--- src/rtl/mac_grid_velocity_sampler_macros.svh ---
// Assertion macros used by the sampler controller
`ifndef MAC_GRID_VELOCITY_SAMPLER_MACROS_SVH
`define MAC_GRID_VELOCITY_SAMPLER_MACROS_SVH
`ifndef SYNTHESIS
`define MGVS_ASSERT_IMPL(lbl, clk, rst_n, ante, cons) \
    lbl: assert property (@(posedge clk) disable iff (!rst_n) (ante) |-> (cons)) \
        else $error("assertion failed");
`define MGVS_ASSERT_NEXT(lbl, clk, rst_n, ante, cons) \
    lbl: assert property (@(posedge clk) disable iff (!rst_n) (ante) |=> (cons)) \
        else $error("assertion failed");
`else
`define MGVS_ASSERT_IMPL(lbl, clk, rst_n, ante, cons)
`define MGVS_ASSERT_NEXT(lbl, clk, rst_n, ante, cons)
`endif
`endif

--- src/rtl/mgvs_pkg.sv ---
package mgvs_pkg;

    // grid size default
    localparam int GRID_N_DEF = 32;

    // field widths
    localparam int POS_W    = 16;
    localparam int CELL_W   = 32;
    localparam int VEL_W    = 32;
    localparam int IDX_IN_W = 6;
    localparam int COMP_W   = 2;

    // packed stream widths
    localparam int S_TDATA_W = 104;
    localparam int M_TDATA_W = 96;

    // fixed point
    localparam int FRAC_BITS = 16;
    localparam int HALF_Q16  = 32768;
    localparam int ACC_W     = 40;   // blend intermediates, three levels of growth
    localparam int FW        = 18;   // fraction, up to 2.0 at the upper edge

    // operation codes
    localparam logic OP_WRITE = 1'b0;
    localparam logic OP_QUERY = 1'b1;

    // component codes
    localparam logic [COMP_W-1:0] COMP_X = 2'd0;
    localparam logic [COMP_W-1:0] COMP_Y = 2'd1;
    localparam logic [COMP_W-1:0] COMP_Z = 2'd2;

    // corner and blend sequencing
    localparam int NUM_CORNERS = 8;
    localparam logic [2:0] LAST_CORNER = 3'd7;
    localparam logic [2:0] STEP_X00 = 3'd0;
    localparam logic [2:0] STEP_X10 = 3'd1;
    localparam logic [2:0] STEP_X01 = 3'd2;
    localparam logic [2:0] STEP_X11 = 3'd3;
    localparam logic [2:0] STEP_Y0  = 3'd4;
    localparam logic [2:0] STEP_Y1  = 3'd5;
    localparam logic [2:0] STEP_Z   = 3'd6;

    // controller to datapath
    typedef struct packed {
        logic       load;
        logic       wr_en;
        logic       setup;
        logic       rd_en;
        logic [2:0] corner;
        logic       blend_en;
        logic [2:0] step;
        logic       out_load;
    } cmd_t;

    // datapath to controller
    typedef struct packed {
        logic out_busy;
    } sts_t;

endpackage

--- src/rtl/mgvs_ctrl.sv ---
`include "mac_grid_velocity_sampler_macros.svh"

module mgvs_ctrl (
    input  logic           aclk,
    input  logic           aresetn,
    input  logic           s_tvalid,
    output logic           s_tready,
    input  logic           query_req,
    input  mgvs_pkg::sts_t sts,
    output mgvs_pkg::cmd_t cmd
);

    typedef enum logic [6:0] {
        ST_IDLE  = 7'b0000001,
        ST_WRITE = 7'b0000010,
        ST_SETUP = 7'b0000100,
        ST_READ  = 7'b0001000,
        ST_BLEND = 7'b0010000,
        ST_DONE  = 7'b0100000,
        ST_SPARE = 7'b1000000
    } state_t;

    state_t     state_reg, state_next;
    logic [2:0] cnt_reg, cnt_next;

    always_ff @(posedge aclk) begin
        if (!aresetn) begin
            state_reg <= ST_IDLE;
            cnt_reg   <= '0;
        end else begin
            state_reg <= state_next;
            cnt_reg   <= cnt_next;
        end
    end

    // sequencing: accept, then either one write or address setup, eight corner reads, seven blends, hand off
    always_comb begin
        state_next = state_reg;
        cnt_next   = cnt_reg;
        cmd        = '0;
        s_tready   = 1'b0;
        case (state_reg)
            ST_IDLE: begin
                s_tready = 1'b1;
                if (s_tvalid) begin
                    cmd.load   = 1'b1;
                    state_next = (query_req == mgvs_pkg::OP_QUERY) ? ST_SETUP : ST_WRITE;
                end
            end
            ST_WRITE: begin
                cmd.wr_en  = 1'b1;
                state_next = ST_IDLE;
            end
            ST_SETUP: begin
                cmd.setup  = 1'b1;
                cnt_next   = '0;
                state_next = ST_READ;
            end
            ST_READ: begin
                cmd.rd_en  = 1'b1;
                cmd.corner = cnt_reg;
                cnt_next   = cnt_reg + 3'd1;
                if (cnt_reg == mgvs_pkg::LAST_CORNER) begin
                    cnt_next   = '0;
                    state_next = ST_BLEND;
                end
            end
            ST_BLEND: begin
                cmd.blend_en = 1'b1;
                cmd.step     = cnt_reg;
                cnt_next     = cnt_reg + 3'd1;
                if (cnt_reg == mgvs_pkg::STEP_Z) begin
                    cnt_next   = '0;
                    state_next = ST_DONE;
                end
            end
            ST_DONE: begin
                if (!sts.out_busy) begin
                    cmd.out_load = 1'b1;
                    state_next   = ST_IDLE;
                end
            end
            default: begin
                state_next = ST_IDLE;
                cnt_next   = '0;
            end
        endcase
    end

    `MGVS_ASSERT_NEXT(a_query_setup, aclk, aresetn, s_tvalid && s_tready && query_req, state_reg == ST_SETUP)
    `MGVS_ASSERT_NEXT(a_blend_done, aclk, aresetn, state_reg == ST_BLEND && cnt_reg == mgvs_pkg::STEP_Z, state_reg == ST_DONE)
    `MGVS_ASSERT_NEXT(a_hold_busy, aclk, aresetn, state_reg == ST_DONE && sts.out_busy, state_reg == ST_DONE)
    `MGVS_ASSERT_IMPL(a_read_cnt, aclk, aresetn, state_reg == ST_READ, $past(state_reg) == ST_SETUP || $past(state_reg) == ST_READ)

endmodule

--- config.mk ---
export PLATFORM = sky130hd
export DESIGN_NAME = mgvs_ctrl
export DESIGN_NICKNAME = d
export VERILOG_FILES = /design/src/rtl/mgvs_pkg.sv /design/src/rtl/mgvs_ctrl.sv
export VERILOG_INCLUDE_DIRS = /design/src /design/src/rtl
export SDC_FILE = /design/constraint.sdc
export NUM_CORES = 1
export LEC_CHECK = 0
export BUFFER_PORTS_ARGS = -buffer_cell sky130_fd_sc_hd__buf_4
export CAP_MARGIN = 20
export CORE_MARGIN = 2
export CORE_UTILIZATION = 50
export DETAILED_ROUTE_END_ITERATION = 8
export PLACE_DENSITY = 0.88
export SYNTH_ARGS = -nofsm -noshare
export SYNTH_HDL_FRONTEND = slang
export SYNTH_SLANG_ARGS = --single-unit
--- constraint.sdc ---
create_clock -name aclk -period 2.1 [get_ports aclk]
set_clock_uncertainty 0.05 [all_clocks]
set_input_delay 0.21 -clock aclk [delete_from_list [all_inputs] [get_ports aclk]]
set_output_delay 0.21 -clock aclk [all_outputs]
set_load 0.005 [all_outputs]
==> results_dict.tcl <==
set metrics [dict create \
    htree_levels 1 \
    hp-start "query_req" \
    cts_hold_buffers 0 \
    critical_path_arrival_ps 1790 \
    ir_worst_vdd_mv 0.585 \
    setup_violations 0 \
    dp_cells 107 \
    ys.flop_type "dfxtp_1" \
    start_kind "flop" \
    chipHeight_um 40.9 \
    largest_reg_flops 6 \
    yosysWarnings 0 \
    wl_um 1330 \
    syn_area_per_cell_um2 8.63 \
    async_flop_share_pct 0 \
    grt_pass1_vias 480 \
    most-common-layout-cells "buf_4, nor2_1, dfxtp_1, inv_1, and2_1" \
    hpwl_um 1020 \
    vias 612 \
    ys_seq_area_share_pct 26.4 \
    synth_cell_types 42 \
    vias_per_cell 5.51 \
    path_class "reg2out" \
    wl_per_cell_um 12.0 \
    fillers 110 \
    gr-total-overflow 0 \
    grt_use_total_pct 19.7 \
    cts_made_buffers 3 \
    fmax_ghz 0.488 \
    ios 18 \
    swShare_pct 29.5 \
    regToRegEndpoint "cnt_reg[1]" \
    drive_above_1_share_pct 34.4 \
    path_clk_slew_ps 60 \
    placementRows 13 \
    drtPass1Iterations 4 \
    antenna_found_initial 0 \
    combPwrFrac_pct 27.1 \
    diodes 0 \
    drv_slew 0 \
    final_common_cell "buf_4" \
    required_ps 1840 \
    numClockSinks 9 \
    r2r.worst_path.cells 5 \
    dieWidth_um 40.9 \
    p_sw_uw 134 \
    clock_path_buffers 2 \
    nNetsFinal 106 \
    min_period_ps 2050 \
    area_growth_pct 22.8 \
    p_leak_nw 0.378 \
    r2r_start "state_reg[5]" \
    syn-num-nets 88 \
    hold_end "state_reg[1]" \
    clock_power_share_pct 29.4 \
    r2r_slack_ps 360 \
    p_int_uw 319 \
    insertion_delay_ps 260 \
    placed_area_um2 805 \
    hold_viol_final 0 \
    grt_max_degree 12 \
    maxCapViolCount 0 \
    clock-root-buffer "clkbuf_4" \
    drtIter0Drc 11 \
    instances_no_fill 111 \
    die-area_um2 1680 \
    synth_edf_count 0 \
    worstHoldPathCells 2 \
    core-area_um2 1280 \
    pwr-share-seq_pct 43.5 \
    rsz0062_at_grt "yes" \
    ys_seq_elements 9 \
    place.gp.congestion 0.888 \
    worst_pin_slew_ps 273 \
    cp_max_fo 9 \
    final_antenna_net_count 0 \
    period_share_pct 97.6 \
    crit_path_end_kind "output port" \
    stdcell_area_um2 837 \
    synthCells 79 \
    start_util_pct 53.1 \
    status "completed" \
    drc 0 \
    netlist_area_um2 682 \
    hold_path_class "in2reg" \
    p_per_area_nw_per_um2 541 \
    cts_tree "yes" \
    slew_headroom_pct 81.8 \
    io_buffers 17 \
    grt_pass1_wl_um 2080 \
]
==> cells by family (layout without fill, tap and decap cells) <==
family	count (synthesis)	after routing	synth area share, %
simple gates	34	34	34.1
compound gates	17	17	19.4
fa+ha+maj	4	4	7.34
flops	9	9	26.4
xor+xnor	2	2	2.57
mux	1	1	1.47
buf+inv	12	29	8.62
==> cell usage after synthesis, types with 2 or more instances <==
cell	number	area share, %
dfxtp_1	9	26
nor2_1	8	4.4
inv_1	6	3.3
and2_1	5	4.6
ha_1	4	7.3
nor2b_1	4	3.7
o21ai_0	3	2.2
clkbuf_1	2	1.1
nand2_1	2	1.1
o2111ai_1	2	2.6
or4_4	2	3.3
xor2_1	2	2.6
==> how the worst max path moves through the flow <==
| stage | startpoint | end | cells past startpoint |
|---|---|---|---|
| floorplan | state_reg[5] | cmd[7] | 5 |
| global placement | state_reg[5] | cmd[7] | 5 |
| detailed placement | state_reg[5] | cmd[7] | 5 |
| CTS | state_reg[0] | cmd[7] | 5 |
| global route | state_reg[5] | cmd[1] | 4 |
| finish | state_reg[5] | cmd[7] | 5 |
==> stage by stage <==
stage	hold WS (ps)	util [%]	setup WS, ps	power [mW]	setup TNS (ps)
floorplan	232	-	402	0.286	0
global placement	326	62.6	320	0.320	0
detailed placement	334	62.6	285	0.323	0
CTS	50.6	64.8	14.3	0.458	0
global route	48.9	65.1	-2.61	0.484	-4.80
finish	56.4	65.1	50.2	0.453	0
==> area by class of cell <==
class	count	area [um^2]	share of cell area [%]
clock buffers	3	22.5	2.69
flip-flops and latches	9	185	22.1
clock inverters	1	5.00	0.598
well taps	15	18.8	2.24
inverters	7	27.5	3.29
repair buffers	18	135	16.1
multi-input cells	58	443	52.9
==> worst max-delay path: stages, from the launching register on <==
cell      delay, ps
dfxtp_4         370
or4_4           570
or2_4           300
clkinv_2         70
and2_1          110
buf_4           100
==> metal layers <==
metal	track usage, %	up-vias	part of all wire, %
met1	25.0	287	46
li1	-	311	-
met5	0	-	0
met2	29.3	12	47
met4	5.00	0	0.67
met3	9.78	2	6.1
==> what timing repair did <==
item                       CTS  global route
setup endpoints to repair    1             4
pin swaps                    0             0
resized for setup            1             2
cloned                       0             0
buffers inserted             0             0
==> power groups by stage <==
stage / combinational [mW] / clock (mW) / sequential [mW]
after floorplan: 0.0957 / 0 / 0.191
after global placement: 0.120 / 0 / 0.200
after detailed placement: 0.122 / 0 / 0.201
after CTS: 0.122 / 0.139 / 0.197
after global routing: 0.136 / 0.149 / 0.199
final: 0.123 / 0.133 / 0.197
Note: power is estimated with default switching activity, not from simulation.
